$ cat config.mk
export PLATFORM = sky130hd
export DESIGN_NAME = fsk_frame_tone_sequencer
export DESIGN_NICKNAME = d
export VERILOG_FILES = /design/src/hdl/fts_pkg.sv /design/src/hdl/fts_front.sv /design/src/hdl/fts_queue.sv /design/src/hdl/fts_back.sv /design/src/hdl/fsk_frame_tone_sequencer.sv
export VERILOG_INCLUDE_DIRS = /design/src /design/src/hdl
export SDC_FILE = /design/constraint.sdc
export NUM_CORES = 1
export LEC_CHECK = 0
export BUFFER_PORTS_ARGS = -buffer_cell sky130_fd_sc_hd__buf_2
export CAP_MARGIN = 20
export CORE_MARGIN = 1.5
export CORE_UTILIZATION = 50
export CTS_BUF_LIST = sky130_fd_sc_hd__clkbuf_8
export DETAILED_ROUTE_END_ITERATION = 7
export GPL_ROUTABILITY_DRIVEN = 0
export PLACE_DENSITY = 0.68
export SETUP_SLACK_MARGIN = 0.4
export SYNTH_ARGS = -nofsm -noshare
export SYNTH_HDL_FRONTEND = slang
export SYNTH_SLANG_ARGS = --single-unit
$ cat constraint.sdc
create_clock -name clk -period 10.4 [get_ports clk]
set_clock_uncertainty 0.05 [all_clocks]
set_input_delay 2.08 -clock clk [delete_from_list [all_inputs] [get_ports clk]]
set_output_delay 2.08 -clock clk [all_outputs]
set_load 0.005 [all_outputs]
$ cat src/hdl/assert_macros.svh
// Assertion helper macros for the FSK frame tone sequencer.
// Included by the modules that carry concurrent assertions; no dependencies.
`ifndef ASSERT_MACROS_SVH
`define ASSERT_MACROS_SVH

// Same-cycle implication, checked on every rising edge out of reset.
`define FTS_ASSERT_IMPLIES(name, clk, rst_n, ante, cons) \
  name: assert property (@(posedge clk) disable iff (!rst_n) (ante) |-> (cons)) \
    else $error("fts: same-cycle check failed");

// Next-cycle implication, checked on every rising edge out of reset.
`define FTS_ASSERT_NEXT(name, clk, rst_n, ante, cons) \
  name: assert property (@(posedge clk) disable iff (!rst_n) (ante) |=> (cons)) \
    else $error("fts: next-cycle check failed");

`endif

$ cat src/hdl/fts_pkg.sv
// Shared types, codes and sizing constants for the FSK frame tone sequencer.
// No dependencies; used by every module of the block.
package fts_pkg;

  // Sizing limits of the sequencer.
  localparam int MAX_DATA_BITS = 32;
  localparam int MAX_IDLE_BITS = 32;
  localparam int QUEUE_DEPTH   = 2;

  // Field widths fixed by the interface.
  localparam int OP_W    = 2;
  localparam int WORD_W  = 32;
  localparam int HZ_W    = 16;
  localparam int DUR_W   = 18;
  localparam int KIND_W  = 2;
  localparam int CFG_W   = 16;
  localparam int REG_W   = 3;
  localparam int BITS_W  = 6;
  localparam int HALF_W  = 4;
  localparam int MODE_W  = 2;

  // Derived widths.
  localparam int CNT_MAX  = (MAX_DATA_BITS > MAX_IDLE_BITS) ? MAX_DATA_BITS : MAX_IDLE_BITS;
  localparam int CNT_W    = $clog2(CNT_MAX + 1);
  localparam int SH_W     = (MAX_DATA_BITS > WORD_W) ? MAX_DATA_BITS : WORD_W;
  localparam int SHAMT_W  = $clog2(SH_W + 1);
  localparam int QPTR_W   = (QUEUE_DEPTH > 1) ? $clog2(QUEUE_DEPTH) : 1;
  localparam int QCNT_W   = $clog2(QUEUE_DEPTH + 1);
  localparam int PROD_W   = HZ_W + HALF_W;

  // Request codes.
  localparam logic [OP_W-1:0] OP_LEADER  = 2'd0;
  localparam logic [OP_W-1:0] OP_FRAME   = 2'd1;
  localparam logic [OP_W-1:0] OP_TRAILER = 2'd2;

  // Segment kinds.
  localparam logic [KIND_W-1:0] KIND_START = 2'd0;
  localparam logic [KIND_W-1:0] KIND_DATA  = 2'd1;
  localparam logic [KIND_W-1:0] KIND_STOP  = 2'd2;
  localparam logic [KIND_W-1:0] KIND_IDLE  = 2'd3;

  // Register indexes.
  localparam logic [REG_W-1:0] REG_DATA_BITS   = 3'd0;
  localparam logic [REG_W-1:0] REG_START_HALF  = 3'd1;
  localparam logic [REG_W-1:0] REG_STOP_HALF   = 3'd2;
  localparam logic [REG_W-1:0] REG_BIT_SAMPLES = 3'd3;
  localparam logic [REG_W-1:0] REG_MARK_HZ     = 3'd4;
  localparam logic [REG_W-1:0] REG_SPACE_HZ    = 3'd5;
  localparam logic [REG_W-1:0] REG_FRAME_MODE  = 3'd6;
  localparam logic [REG_W-1:0] REG_IDLE_BITS   = 3'd7;

  // Configuration register contents as seen by the front and back ends.
  typedef struct packed {
    logic [BITS_W-1:0] data_bits;
    logic [HALF_W-1:0] start_half_bits;
    logic [HALF_W-1:0] stop_half_bits;
    logic [HZ_W-1:0]   bit_samples;
    logic [HZ_W-1:0]   mark_hz;
    logic [HZ_W-1:0]   space_hz;
    logic [MODE_W-1:0] frame_mode;
    logic [BITS_W-1:0] idle_bits;
  } fts_cfg_t;

  // One classified request waiting for the back end.
  typedef struct packed {
    logic             is_frame;
    logic             has_start;
    logic             has_stop;
    logic             msb_first;
    logic [CNT_W-1:0] cnt;
    logic [SH_W-1:0]  word;
  } fts_entry_t;

endpackage

$ cat src/hdl/fts_front.sv
// Front end: accepts requests, drops those that give no segment, and
// prepares a queue entry. Depends on fts_pkg.
module fts_front (
  input  logic                              start,
  input  logic                              q_full,
  input  logic [fts_pkg::OP_W-1:0]          in_op,
  input  logic [fts_pkg::WORD_W-1:0]        in_data_word,
  input  fts_pkg::fts_cfg_t                 cfg,
  output logic                              busy,
  output logic                              push,
  output fts_pkg::fts_entry_t               entry
);

  logic [fts_pkg::CNT_W-1:0]   nb;
  logic [fts_pkg::CNT_W-1:0]   ni;
  logic [fts_pkg::SH_W-1:0]    word_ext;
  logic [fts_pkg::SHAMT_W-1:0] shamt;
  logic                        has_any;

  // The front stalls only when the queue has no room.
  assign busy = q_full;

  // Saturate the counts and align the data word for the chosen bit order.
  always_comb begin
    nb = (int'(cfg.data_bits) > fts_pkg::MAX_DATA_BITS) ?
         fts_pkg::CNT_W'(fts_pkg::MAX_DATA_BITS) : fts_pkg::CNT_W'(cfg.data_bits);
    ni = (int'(cfg.idle_bits) > fts_pkg::MAX_IDLE_BITS) ?
         fts_pkg::CNT_W'(fts_pkg::MAX_IDLE_BITS) : fts_pkg::CNT_W'(cfg.idle_bits);
    word_ext = fts_pkg::SH_W'(in_data_word);
    shamt    = fts_pkg::SHAMT_W'(fts_pkg::SH_W - int'(nb));
  end

  // Classify the request and build the entry.
  always_comb begin
    entry.has_start = (cfg.start_half_bits != '0);
    entry.has_stop  = (cfg.stop_half_bits != '0);
    entry.msb_first = cfg.frame_mode[1];
    entry.word      = cfg.frame_mode[1] ? (word_ext << shamt) : word_ext;
    entry.is_frame  = 1'b0;
    entry.cnt       = ni;
    has_any         = 1'b0;
    unique case (in_op)
      fts_pkg::OP_LEADER, fts_pkg::OP_TRAILER: begin
        has_any = (ni != '0);
      end
      fts_pkg::OP_FRAME: begin
        entry.is_frame = 1'b1;
        entry.cnt      = nb;
        has_any        = entry.has_start || entry.has_stop || (nb != '0);
      end
      default: begin
        has_any = 1'b0;
      end
    endcase
    push = start && !q_full && has_any;
  end

endmodule

$ cat src/hdl/fts_queue.sv
// Short queue of classified requests between the front and back ends.
// Depends on fts_pkg and assert_macros.svh.
`include "assert_macros.svh"

module fts_queue (
  input  logic                clk,
  input  logic                rst_n,
  input  logic                push,
  input  fts_pkg::fts_entry_t push_entry,
  input  logic                pop,
  output logic                q_valid,
  output logic                q_full,
  output fts_pkg::fts_entry_t q_entry
);

  fts_pkg::fts_entry_t              mem_r [fts_pkg::QUEUE_DEPTH];
  logic [fts_pkg::QPTR_W-1:0]       wr_ptr_r;
  logic [fts_pkg::QPTR_W-1:0]       rd_ptr_r;
  logic [fts_pkg::QCNT_W-1:0]       cnt_r;
  logic [fts_pkg::QPTR_W-1:0]       wr_ptr_nxt;
  logic [fts_pkg::QPTR_W-1:0]       rd_ptr_nxt;

  assign q_valid = (cnt_r != '0);
  assign q_full  = (cnt_r == fts_pkg::QCNT_W'(fts_pkg::QUEUE_DEPTH));
  assign q_entry = mem_r[rd_ptr_r];

  // Pointer wrap at the queue depth.
  always_comb begin
    wr_ptr_nxt = (wr_ptr_r == fts_pkg::QPTR_W'(fts_pkg::QUEUE_DEPTH - 1)) ?
                 '0 : wr_ptr_r + 1'b1;
    rd_ptr_nxt = (rd_ptr_r == fts_pkg::QPTR_W'(fts_pkg::QUEUE_DEPTH - 1)) ?
                 '0 : rd_ptr_r + 1'b1;
  end

  // Entry storage needs no reset.
  always_ff @(posedge clk) begin
    if (push) begin
      mem_r[wr_ptr_r] <= push_entry;
    end
  end

  // Pointers and fill count.
  always_ff @(posedge clk) begin
    if (!rst_n) begin
      wr_ptr_r <= '0;
      rd_ptr_r <= '0;
      cnt_r    <= '0;
    end else begin
      if (push) begin
        wr_ptr_r <= wr_ptr_nxt;
      end
      if (pop) begin
        rd_ptr_r <= rd_ptr_nxt;
      end
      if (push && !pop) begin
        cnt_r <= cnt_r + 1'b1;
      end else if (pop && !push) begin
        cnt_r <= cnt_r - 1'b1;
      end
    end
  end

  `FTS_ASSERT_IMPLIES(a_no_push_when_full, clk, rst_n, push, !q_full || pop)
  `FTS_ASSERT_IMPLIES(a_fill_in_range, clk, rst_n, 1'b1, cnt_r <= fts_pkg::QCNT_W'(fts_pkg::QUEUE_DEPTH))
  `FTS_ASSERT_NEXT(a_push_fills, clk, rst_n, push && !pop, q_valid)

endmodule

$ cat src/hdl/fts_back.sv
// Back end: walks one queued request through its segments, one per cycle,
// and drives the registered result word. Depends on fts_pkg, assert_macros.svh.
`include "assert_macros.svh"

module fts_back (
  input  logic                             clk,
  input  logic                             rst_n,
  input  fts_pkg::fts_cfg_t                cfg,
  input  logic                             q_valid,
  input  fts_pkg::fts_entry_t              q_entry,
  output logic                             pop,
  output logic                             out_valid,
  output logic [fts_pkg::HZ_W-1:0]         out_tone_hz,
  output logic [fts_pkg::DUR_W-1:0]        out_duration_samples,
  output logic [fts_pkg::KIND_W-1:0]       out_segment_kind,
  output logic                             out_last
);

  typedef enum logic [1:0] {
    PH_START,
    PH_DATA,
    PH_STOP,
    PH_IDLE
  } phase_t;

  phase_t                        phase_r;
  logic                          act_r;
  logic [fts_pkg::CNT_W-1:0]     cnt_r;
  logic [fts_pkg::SH_W-1:0]      word_r;
  logic                          msb_r;
  logic                          has_stop_r;
  logic                          out_valid_r;
  logic [fts_pkg::HZ_W-1:0]      out_tone_hz_r;
  logic [fts_pkg::DUR_W-1:0]     out_duration_r;
  logic [fts_pkg::KIND_W-1:0]    out_kind_r;
  logic                          out_last_r;

  logic                          seg_bit;
  logic [fts_pkg::HZ_W-1:0]      seg_hz;
  logic [fts_pkg::DUR_W-1:0]     seg_dur;
  logic [fts_pkg::KIND_W-1:0]    seg_kind;
  logic                          seg_last;
  logic [fts_pkg::PROD_W-1:0]    start_prod;
  logic [fts_pkg::PROD_W-1:0]    stop_prod;
  phase_t                        load_phase;

  // Half-bit lengths, truncated to whole samples.
  assign start_prod = fts_pkg::PROD_W'(cfg.bit_samples) * fts_pkg::PROD_W'(cfg.start_half_bits);
  assign stop_prod  = fts_pkg::PROD_W'(cfg.bit_samples) * fts_pkg::PROD_W'(cfg.stop_half_bits);

  // Current data bit sits at the end the word shifts out of.
  assign seg_bit = msb_r ? word_r[fts_pkg::SH_W-1] : word_r[0];

  // Segment fields for the current phase.
  always_comb begin
    unique case (phase_r)
      PH_START: begin
        seg_hz   = cfg.frame_mode[0] ? cfg.mark_hz : cfg.space_hz;
        seg_dur  = fts_pkg::DUR_W'(start_prod >> 1);
        seg_kind = fts_pkg::KIND_START;
        seg_last = (cnt_r == '0) && !has_stop_r;
      end
      PH_DATA: begin
        seg_hz   = seg_bit ? cfg.mark_hz : cfg.space_hz;
        seg_dur  = fts_pkg::DUR_W'(cfg.bit_samples);
        seg_kind = fts_pkg::KIND_DATA;
        seg_last = (cnt_r == fts_pkg::CNT_W'(1)) && !has_stop_r;
      end
      PH_STOP: begin
        seg_hz   = cfg.frame_mode[0] ? cfg.space_hz : cfg.mark_hz;
        seg_dur  = fts_pkg::DUR_W'(stop_prod >> 1);
        seg_kind = fts_pkg::KIND_STOP;
        seg_last = 1'b1;
      end
      PH_IDLE: begin
        seg_hz   = cfg.mark_hz;
        seg_dur  = fts_pkg::DUR_W'(cfg.bit_samples);
        seg_kind = fts_pkg::KIND_IDLE;
        seg_last = (cnt_r == fts_pkg::CNT_W'(1));
      end
      default: begin
        seg_hz   = cfg.mark_hz;
        seg_dur  = '0;
        seg_kind = fts_pkg::KIND_IDLE;
        seg_last = 1'b1;
      end
    endcase
  end

  // First phase of a newly loaded request.
  always_comb begin
    priority if (!q_entry.is_frame) begin
      load_phase = PH_IDLE;
    end else if (q_entry.has_start) begin
      load_phase = PH_START;
    end else if (q_entry.cnt != '0) begin
      load_phase = PH_DATA;
    end else begin
      load_phase = PH_STOP;
    end
  end

  // Take the next request when idle or on the last segment of this one.
  assign pop = q_valid && (!act_r || seg_last);

  // Sequencer state and registered result word.
  always_ff @(posedge clk) begin
    if (!rst_n) begin
      act_r       <= 1'b0;
      phase_r     <= PH_IDLE;
      out_valid_r <= 1'b0;
    end else begin
      out_valid_r <= act_r;
      if (act_r) begin
        out_tone_hz_r  <= seg_hz;
        out_duration_r <= seg_dur;
        out_kind_r     <= seg_kind;
        out_last_r     <= seg_last;
      end
      if (pop) begin
        act_r      <= 1'b1;
        phase_r    <= load_phase;
        cnt_r      <= q_entry.cnt;
        word_r     <= q_entry.word;
        msb_r      <= q_entry.msb_first;
        has_stop_r <= q_entry.has_stop;
      end else if (act_r) begin
        if (seg_last) begin
          act_r <= 1'b0;
        end else begin
          unique case (phase_r)
            PH_START: begin
              phase_r <= (cnt_r != '0) ? PH_DATA : PH_STOP;
            end
            PH_DATA: begin
              cnt_r  <= cnt_r - 1'b1;
              word_r <= msb_r ? (word_r << 1) : (word_r >> 1);
              if (cnt_r == fts_pkg::CNT_W'(1)) begin
                phase_r <= PH_STOP;
              end
            end
            PH_IDLE: begin
              cnt_r <= cnt_r - 1'b1;
            end
            default: begin
              act_r <= 1'b0;
            end
          endcase
        end
      end
    end
  end

  assign out_valid            = out_valid_r;
  assign out_tone_hz          = out_tone_hz_r;
  assign out_duration_samples = out_duration_r;
  assign out_segment_kind     = out_kind_r;
  assign out_last             = out_last_r;

  `FTS_ASSERT_NEXT(a_stop_ends_request, clk, rst_n, act_r && phase_r == PH_STOP, out_valid && out_last)
  `FTS_ASSERT_IMPLIES(a_data_has_bits, clk, rst_n, act_r && phase_r == PH_DATA, cnt_r != '0)
  `FTS_ASSERT_IMPLIES(a_idle_has_bits, clk, rst_n, act_r && phase_r == PH_IDLE, cnt_r != '0)

endmodule

$ cat src/hdl/fsk_frame_tone_sequencer.sv
// FSK frame tone sequencer: top level with configuration registers.
// Depends on fts_pkg, fts_front, fts_queue and fts_back.
//
// Usage:
//   A request (in_op, in_data_word) is taken at a rising edge where start is
//   high and busy is low. A leader or trailer request gives idle_bits mark
//   segments of one bit time; a data request gives an asynchronous serial
//   frame: optional start segment, one segment per data bit, optional stop.
//   Each segment appears on the out_ ports for exactly one cycle with
//   out_valid high; out_last marks the final segment of a request. The
//   receiver cannot hold segments off, and none is ever needed to be held.
//   An accepted request is written to the queue, then loaded into the
//   back-end segment walker; each segment is registered before it is driven.
//   Throughput: one segment per cycle, set by the back-end segment walker;
//   a frame gives up to 34 segments (start, 32 data bits, stop).
//   A two-entry queue between front and back lets new requests be taken
//   while earlier ones are still being sent; busy is high while it is full.
//   Requests that give no segment (op 3, empty frame, zero idle bits) are
//   dropped at the front. Reset clears the queue and the sequencer and loads
//   the default register values; the user must write registers through cfg_we,
//   cfg_index and cfg_data only while no request is in flight; not enforced.
module fsk_frame_tone_sequencer (
  input  logic                          clk,
  input  logic                          rst_n,
  input  logic                          start,
  output logic                          busy,
  input  logic [fts_pkg::OP_W-1:0]      in_op,
  input  logic [fts_pkg::WORD_W-1:0]    in_data_word,
  output logic                          out_valid,
  output logic [fts_pkg::HZ_W-1:0]      out_tone_hz,
  output logic [fts_pkg::DUR_W-1:0]     out_duration_samples,
  output logic [fts_pkg::KIND_W-1:0]    out_segment_kind,
  output logic                          out_last,
  input  logic                          cfg_we,
  input  logic [fts_pkg::REG_W-1:0]     cfg_index,
  input  logic [fts_pkg::CFG_W-1:0]     cfg_data
);

  fts_pkg::fts_cfg_t   cfg_r;
  fts_pkg::fts_entry_t push_entry;
  fts_pkg::fts_entry_t q_entry;
  logic                push;
  logic                pop;
  logic                q_valid;
  logic                q_full;

  // Configuration registers.
  always_ff @(posedge clk) begin
    if (!rst_n) begin
      cfg_r.data_bits       <= fts_pkg::BITS_W'(8);
      cfg_r.start_half_bits <= fts_pkg::HALF_W'(2);
      cfg_r.stop_half_bits  <= fts_pkg::HALF_W'(2);
      cfg_r.bit_samples     <= fts_pkg::HZ_W'(40);
      cfg_r.mark_hz         <= fts_pkg::HZ_W'(1200);
      cfg_r.space_hz        <= fts_pkg::HZ_W'(2200);
      cfg_r.frame_mode      <= '0;
      cfg_r.idle_bits       <= fts_pkg::BITS_W'(2);
    end else if (cfg_we) begin
      unique case (cfg_index)
        fts_pkg::REG_DATA_BITS:   cfg_r.data_bits       <= cfg_data[fts_pkg::BITS_W-1:0];
        fts_pkg::REG_START_HALF:  cfg_r.start_half_bits <= cfg_data[fts_pkg::HALF_W-1:0];
        fts_pkg::REG_STOP_HALF:   cfg_r.stop_half_bits  <= cfg_data[fts_pkg::HALF_W-1:0];
        fts_pkg::REG_BIT_SAMPLES: cfg_r.bit_samples     <= cfg_data[fts_pkg::HZ_W-1:0];
        fts_pkg::REG_MARK_HZ:     cfg_r.mark_hz         <= cfg_data[fts_pkg::HZ_W-1:0];
        fts_pkg::REG_SPACE_HZ:    cfg_r.space_hz        <= cfg_data[fts_pkg::HZ_W-1:0];
        fts_pkg::REG_FRAME_MODE:  cfg_r.frame_mode      <= cfg_data[fts_pkg::MODE_W-1:0];
        fts_pkg::REG_IDLE_BITS:   cfg_r.idle_bits       <= cfg_data[fts_pkg::BITS_W-1:0];
        default: begin
        end
      endcase
    end
  end

  // Request classification.
  fts_front u_front (
    .start        (start),
    .q_full       (q_full),
    .in_op        (in_op),
    .in_data_word (in_data_word),
    .cfg          (cfg_r),
    .busy         (busy),
    .push         (push),
    .entry        (push_entry)
  );

  // Queue between front and back.
  fts_queue u_queue (
    .clk        (clk),
    .rst_n      (rst_n),
    .push       (push),
    .push_entry (push_entry),
    .pop        (pop),
    .q_valid    (q_valid),
    .q_full     (q_full),
    .q_entry    (q_entry)
  );

  // Segment walker and result register.
  fts_back u_back (
    .clk                  (clk),
    .rst_n                (rst_n),
    .cfg                  (cfg_r),
    .q_valid              (q_valid),
    .q_entry              (q_entry),
    .pop                  (pop),
    .out_valid            (out_valid),
    .out_tone_hz          (out_tone_hz),
    .out_duration_samples (out_duration_samples),
    .out_segment_kind     (out_segment_kind),
    .out_last             (out_last)
  );

endmodule
==> summary.txt, run 1 <==
Timing
  • Final setup TNS: 0 ns
  • Final Hold Viols: 0
  • RSZ-0062 raised after global routing: no
  • Final setup margin: 5.85 ns
  • Fmax achieved: 0.220 GHz
  • Worst-Margin Slew: 1.08 ns
  • Pins Over Slew Limit: 0
  • Final setup fails: 0
  • Tcrit/Tclk final: approximately 44%
  • Tmin final: 4.55 ns
  • Max-Slew Margin vs Limit: 28.2%

Clocking
  • H-tree depth: 2
  • Maximum root-to-sink buffer count: 3
  • Clk root buf: clkbuf_8
  • Clock sinks: 240
  • Clock latency on the worst-skew pair: around 0.54 ns
  • Cts bufs inserted: 40
  • CTS tree: built
  • CTS Hold Bufs: 0
  • Worst-path clk slew: 0.06 ns
  • # Post-CTS Setup Buffers: 0
  • Post-CTS sizing: 0

Worst hold path
  • Hold path start: cfg_r[32]
  • Min-Delay Path Class: reg -> reg

Critical path
  • Reg-to-Reg Start: cfg_r[69]
  • Worst Setup Start Kind: flop
  • Worst Setup SP: cfg_r[69]
  • CP Max Fanout: 45
  • Critical path arrival: about 4.8 ns
  • Worst endpoint required time: between 10 and 15 ns
  • CP Capture Type: flop
  • Critical path class: reg -> reg

Routing
  • Final ANT Viol Nets: 0
  • Drt pass-1 iters: 7
  • Final WL: 37100 microns
  • Via density: 5.76
  • Initial DRC count: ~1000
  • DR vias: about 12000
  • Residual DRC: 0
  • Routed len/inst: 18.0 microns

Synthesis
  • Syn_area_per_cell: 9.91 sq um
  • Netlist Area Pre-Place: 0.0157 sq mm
  • Most common cell in the netlist: nand2_1
  • Register area share after synthesis: between 40% and 50%
  • Asr flop ratio synth: 0%
  • Post-synth top flop: edfxtp_1
  • Syn nets: about 1700
  • Post-Syn Instances: 1587
  • Synth area leaders: edfxtp_1 (31%), dfxtp_1 (10%), fa_1 (7.1%)
  • Number of library cell types mapped by synthesis: 76
  • Synth top area share: 30.7%
  • Leading area contributor after synthesis: edfxtp_1
  • Post-synth EDFFs: between 150 and 200
  • Post-synth top cells: nand2_1 (216), edfxtp_1 (161), inv_1 (124), a21oi_1 (117), mux2i_1 (110)
  • Yosys warning count: 0
  • Post-synthesis sequential element count: between 200 and 250

Run
  • Max cap viols: 0

Die
  • Die X: between 150 and 200 microns
  • Starting Density: 51.2%
  • Die area: 0.0325 sq mm
  • CORE AREA: 0.0307 sq mm
  • I/O pin total: 96
  • DIE HEIGHT: 180 microns
  • Site row count: 64

Layout
  • Multi-input logic area: 0.00840 sq mm
  • Register Area: 0.00642 sq mm
  • Filler cells: 2802
  • Fin util: 55.7%
  • Ant. Diodes: 0
  • Ratio of cells with drive above 1 in the final layout: 13.3%
  • Layout Nets: 1800
  • Area grow syn2layout: 8.96%
  • Final std cells w/o fill: between 2000 and 2500

Power and ir drop
  • PwrDens: 159 mW/mm^2
  • Peak VDD IR: about 0.00014 V
  • Tot Pwr: 2.73 mW
  • Lkg Pwr: 7.05 nW

Global route
  • Gr ovfl total: 0
  • Vias in the first global route: 11200
  • Largest net degree at the start of global routing: 81
  • Antenna violations before repair: 0
  • First-pass GRT wire length: 59400 microns
  • Total GRT Usage: 22.7%

Place
  • Place WS: 5.97 ns
  • DP Cell Count: ~2000
  • HPWL after DPL: 26400 microns
  • # port buffers: 95

Outcome
  • Status: finished, final reports clean
==> routing by layer <==
layer / share of wire (%) / vias to the layer above / track usage, %
li1: - / 5692 / -
met1: 48 / 5633 / 34.6
met2: 42 / 468 / 32.8
met3: 7.7 / 85 / 4.02
met4: 2.6 / 0 / 7.16
met5: 0 / - / 0
==> power by group <==
group / internal, mW / switching, mW
logic: 0.245 / 0.417
clock network: 0.427 / 0.367
registers: 1.19 / 0.0782
==> per-stage QoR <==
stage | hold slack (ns) | area [sq um]
2_1_floorplan | 0.374 | 15700
3_3_place_gp | 0.388 | 16300
3_5_place_dp | 0.397 | 16400
4_1_cts | 0.405 | 17100
5_1_grt | 0.424 | 17100
6_report | 0.404 | 17100
==> cell usage in the layout, fill, tap and decap left out, types with 19 or more instances in the layout <==
| cell | count |
|---|---|
| edfxtp_1 | 161 |
| buf_2 | 95 |
| a21oi_1 | 116 |
| inv_1 | 132 |
| nor2_1 | 74 |
| ha_1 | 48 |
| mux2i_1 | 110 |
| o21ai_0 | 40 |
| fa_1 | 56 |
| mux2_2 | 27 |
| dfxtp_1 | 78 |
| nand2_1 | 216 |
| and2_1 | 89 |
| nor3_1 | 20 |
| a211oi_1 | 48 |
| clkbuf_8 | 46 |
| nor2b_1 | 38 |
| nand3_1 | 19 |
==> worst max-delay path: stages, from the launching register on <==
cell	delay (ns)
dfxtp_1	0.51
nand2b_4	0.63
ha_1	0.66
inv_1	0.27
xnor2_4	0.73
mux4_1	0.70
mux2i_1	0.23
mux2i_1	0.16
o211ai_1	0.21
o2bb2ai_1	0.10
==> cell families after synthesis <==
group	Yosys count	share of synthesized area (%)
mux	153	11.2
simple gates	510	15.6
fa+ha+maj	104	10.9
flops	240	40.8
xor+xnor	38	2.35
buf+inv	224	6.01
compound gates	318	13.1
==> path summary, 6_finish.rpt <==
kind	cells past startpoint	slack [ns]	to
setup reg to reg	9	5.85	u_queue.mem_r[0][27]
hold / removal	2	0.40	cfg_r[32]
setup / recovery	9	5.85	u_queue.mem_r[0][27]
hold reg to reg	2	0.40	cfg_r[32]
==> registers in the layout (all words and copies together) (netlist names), 6 cells and up, named ones only <==
name                         cells
u_back.cnt_r                     6
u_back.out_duration_samples     18
cfg_r                           70
u_queue.mem_r                   84
u_back.word_r                   32
u_back.out_tone_hz              16
==> area by class of cell <==
type | count | share of cell area [%]
multi-input combinational | 1123 | 49.0
sequential | 240 | 37.4
clock buffer | 46 | 3.69
timing repair buffer | 107 | 3.45
tap | 396 | 2.89
inverter | 127 | 2.78
clock inverter | 22 | 0.723
Power figures use the tool's default switching activity.
==> inputs of run 2 (changes only) <==
--- a/config.mk
+++ b/config.mk
@@ -13,7 +13,7 @@
 export CTS_BUF_LIST = sky130_fd_sc_hd__clkbuf_8
 export DETAILED_ROUTE_END_ITERATION = 7
 export GPL_ROUTABILITY_DRIVEN = 0
-export PLACE_DENSITY = 0.68
+export PLACE_DENSITY = 0.7
 export SETUP_SLACK_MARGIN = 0.4
 export SYNTH_ARGS = -nofsm -noshare
 export SYNTH_HDL_FRONTEND = slang
==> constraint.sdc (replaced) <==
create_clock -name clk -period 3.95 [get_ports clk]
set_clock_uncertainty 0.05 [all_clocks]
set_input_delay 0.79 -clock clk [delete_from_list [all_inputs] [get_ports clk]]
set_output_delay 0.79 -clock clk [all_outputs]
set_load 0.005 [all_outputs]
==> run 2 against run 1 <==
The flow now finishes with violations (DRC). Global-route usage grew 0.89 points. Hold slack lost 0.0018 ns. Die area is the same. Clock power grew to 2.7 times the previous value. Combinational power grew to 2.7 times the previous value. Largest cell class unchanged.
==> summary.txt, run 2 (synthesis gave the netlist of run 1 again) <==
Outcome
  • Status: complete, but fails checks
  • Failing checks: DRC

Clocking
  • CTS Hold Bufs: 0
  • H-tree depth: 2
  • Maximum root-to-sink buffer count: 3
  • CTS tree: built
  • Clock sinks: 240
  • Clock latency on the worst-skew pair: 0.55 ns
  • Worst-path clk slew: 0.06 ns
  • Clk root buf: clkbuf_8
  • Cts bufs inserted: 41

Routing
  • DR vias: roughly 12000
  • Via density: 5.80
  • Final WL: 38700 microns
  • Residual DRC: 3
  • Routed len/inst: roughly 18 microns
  • Final ANT Viol Nets: 0
  • Met1 Wirelength: approximately 18000 microns
  • DR WL met2: 17100 microns
  • Drt pass-1 iters: 8
  • Initial DRC count: just under 900
  • Met3 WL: between 2000 and 3000 microns
  • Top Layer Used: met4

Worst hold path
  • Min-Delay Path Class: reg -> reg

Critical path
  • CP Capture Type: flop
  • CP Max Fanout: 8
  • Reg2reg end: u_back.out_duration_samples[17]
  • FF-to-FF setup slack: 0.37 ns
  • Crit path capture: u_back.out_duration_samples[17]
  • Critical path arrival: 3.82 ns
  • Reg-to-Reg Start: cfg_r[61]
  • Worst Setup SP: cfg_r[61]
  • Worst Setup Start Kind: flop
  • Worst endpoint required time: 4.19 ns
  • Critical path class: reg -> reg
  • Reg2reg path depth: 13

Global route
  • First-pass GRT wire length: 62100 microns
  • Antenna violations before repair: 0
  • Largest net degree at the start of global routing: 53
  • Total GRT Usage: 23.6%
  • Vias in the first global route: 11800
  • Gr ovfl total: 0

Layout
  • Biggest regs: u_queue.mem_r: 84 flops, cfg_r: 70 flops, u_back.word_r: 32 flops
  • Leading cell type in the layout, fill and taps excluded: nand2_1
  • Final std cells w/o fill: 2103
  • Max FFs per register: 84
  • Commonest cells after routing, fill and taps aside: nand2_1 (216), edfxtp_1 (161), inv_1 (133)
  • Layout Nets: 1838
  • Design Area, Final: 0.0180 sq mm
  • Fin util: 58.5%
  • Area grow syn2layout: 14.4%
  • Ant. Diodes: 0
  • Largest reg by FF count: u_queue.mem_r
  • Ratio of cells with drive above 1 in the final layout: 20.1%
  • Filler cells: 2657

Timing
  • Pins Over Slew Limit: 0
  • Final setup margin: 0.366 ns
  • Tcrit/Tclk final: roughly 91%
  • Final Hold Viols: 0
  • RSZ-0062 raised after global routing: yes
  • Tmin final: between 3 and 4 ns
  • Final setup fails: 0
  • Fmax achieved: 0.279 GHz
  • Max-Slew Margin vs Limit: 31.9%
  • Worst-Margin Slew: approximately 1.0 ns
  • Final setup TNS: 0 ns

Die
  • DIE HEIGHT: 180 microns
  • I/O pin total: 96
  • Site row count: 64
  • Starting Density: 51.2%
  • Die area: 0.0325 sq mm
  • CORE AREA: roughly 0.03 sq mm
  • Die X: 180 microns

Place
  • Place WS: approximately 0.057 ns
  • Placed Area: 0.0165 sq mm
  • HPWL after DPL: 27200 microns
  • # port buffers: 95
  • DP Cell Count: 2016

Run
  • Max cap viols: 0

Power and ir drop
  • PwrDens: 403 mW/mm^2
  • Peak VDD IR: 0.000288 V
  • Lkg Pwr: between 7 and 8 nW
-- run 2: cell count changes in the layout (fill, tap and decap cells not counted), moves of 5 or more --
cell / before / now
buf_6: 0 / 5
dfxtp_2: 1 / 7
dfxtp_1: 78 / 62
ha_1: 48 / 28
o21ai_2: 0 / 6
o21ai_1: 3 / 10
o21ai_0: 40 / 26
dfxtp_4: 0 / 10
buf_4: 10 / 43
a21oi_1: 116 / 106
ha_4: 0 / 19
inv_2: 2 / 8
a21oi_2: 1 / 8
-- run 2: worst min path at each step --
stage,start,to,slack [ns],cells after the start
final,cfg_r[20],cfg_r[20],0.40,2
after global routing,cfg_r[21],cfg_r[21],0.42,2
after CTS,cfg_r[26],cfg_r[26],0.40,2
after detailed placement,cfg_r[26],cfg_r[26],0.40,2
after global placement,cfg_r[18],cfg_r[18],0.39,2
after floorplan,cfg_r[7],u_queue.mem_r[0][38],0.37,0
-- run 2: timing repair --
item                                   4_1_cts  5_1_grt
buffers inserted                             0       13
endpoints found under the hold margin        0        0
gates resized for setup                     54       74
pin swaps                                   15       36
gates cloned                                 0        0
setup endpoints to repair                   11       11
-- run 2: routing by layer --
layer  up-vias  GRT usage [%]
li1       5765              -
met1      5927           35.1
met2       452           36.3
met3        60           3.33
met4         0           6.08
met5         -              0
-- run 2: critical path, stage by stage (launching register included) --
cell and delay (ns):
dfxtp_4 0.37, and2_4 0.17, fa_1 0.52, inv_1 0.05
fa_1 0.51, inv_2 0.06, ha_4 0.23, nor2b_4 0.14
o2111ai_2 0.22, a21oi_2 0.12, or3_4 0.35, a311o_1 0.37
nand2_1 0.07, o211ai_1 0.09
-- run 2: layout make-up --
cell class | count | area (sq um) | share of cell area [%]
Clock buffer | 42 | 578 | 3.21
Inverter | 127 | 480 | 2.67
Tap cell | 396 | 495 | 2.75
Timing Repair Buffer | 144 | 860 | 4.78
Multi-Input combinational cell | 1123 | 8920 | 49.6
Clock inverter | 31 | 201 | 1.12
Sequential cell | 240 | 6460 | 35.9
-- run 2: power breakdown --
part / switching, mW / internal [mW] / total [mW]
Clock: 0.988 / 1.13 / 2.12
Combinational: 1.12 / 0.689 / 1.81
Sequential: 0.189 / 3.13 / 3.32
-- run 2: through the flow --
stage                     hold slack, ns  power (mW)
after floorplan                    0.374        4.59
after global placement             0.388        5.10
after detailed placement           0.395        5.15
after CTS                          0.404        7.28
after global routing               0.420        7.63
final                              0.403        7.25
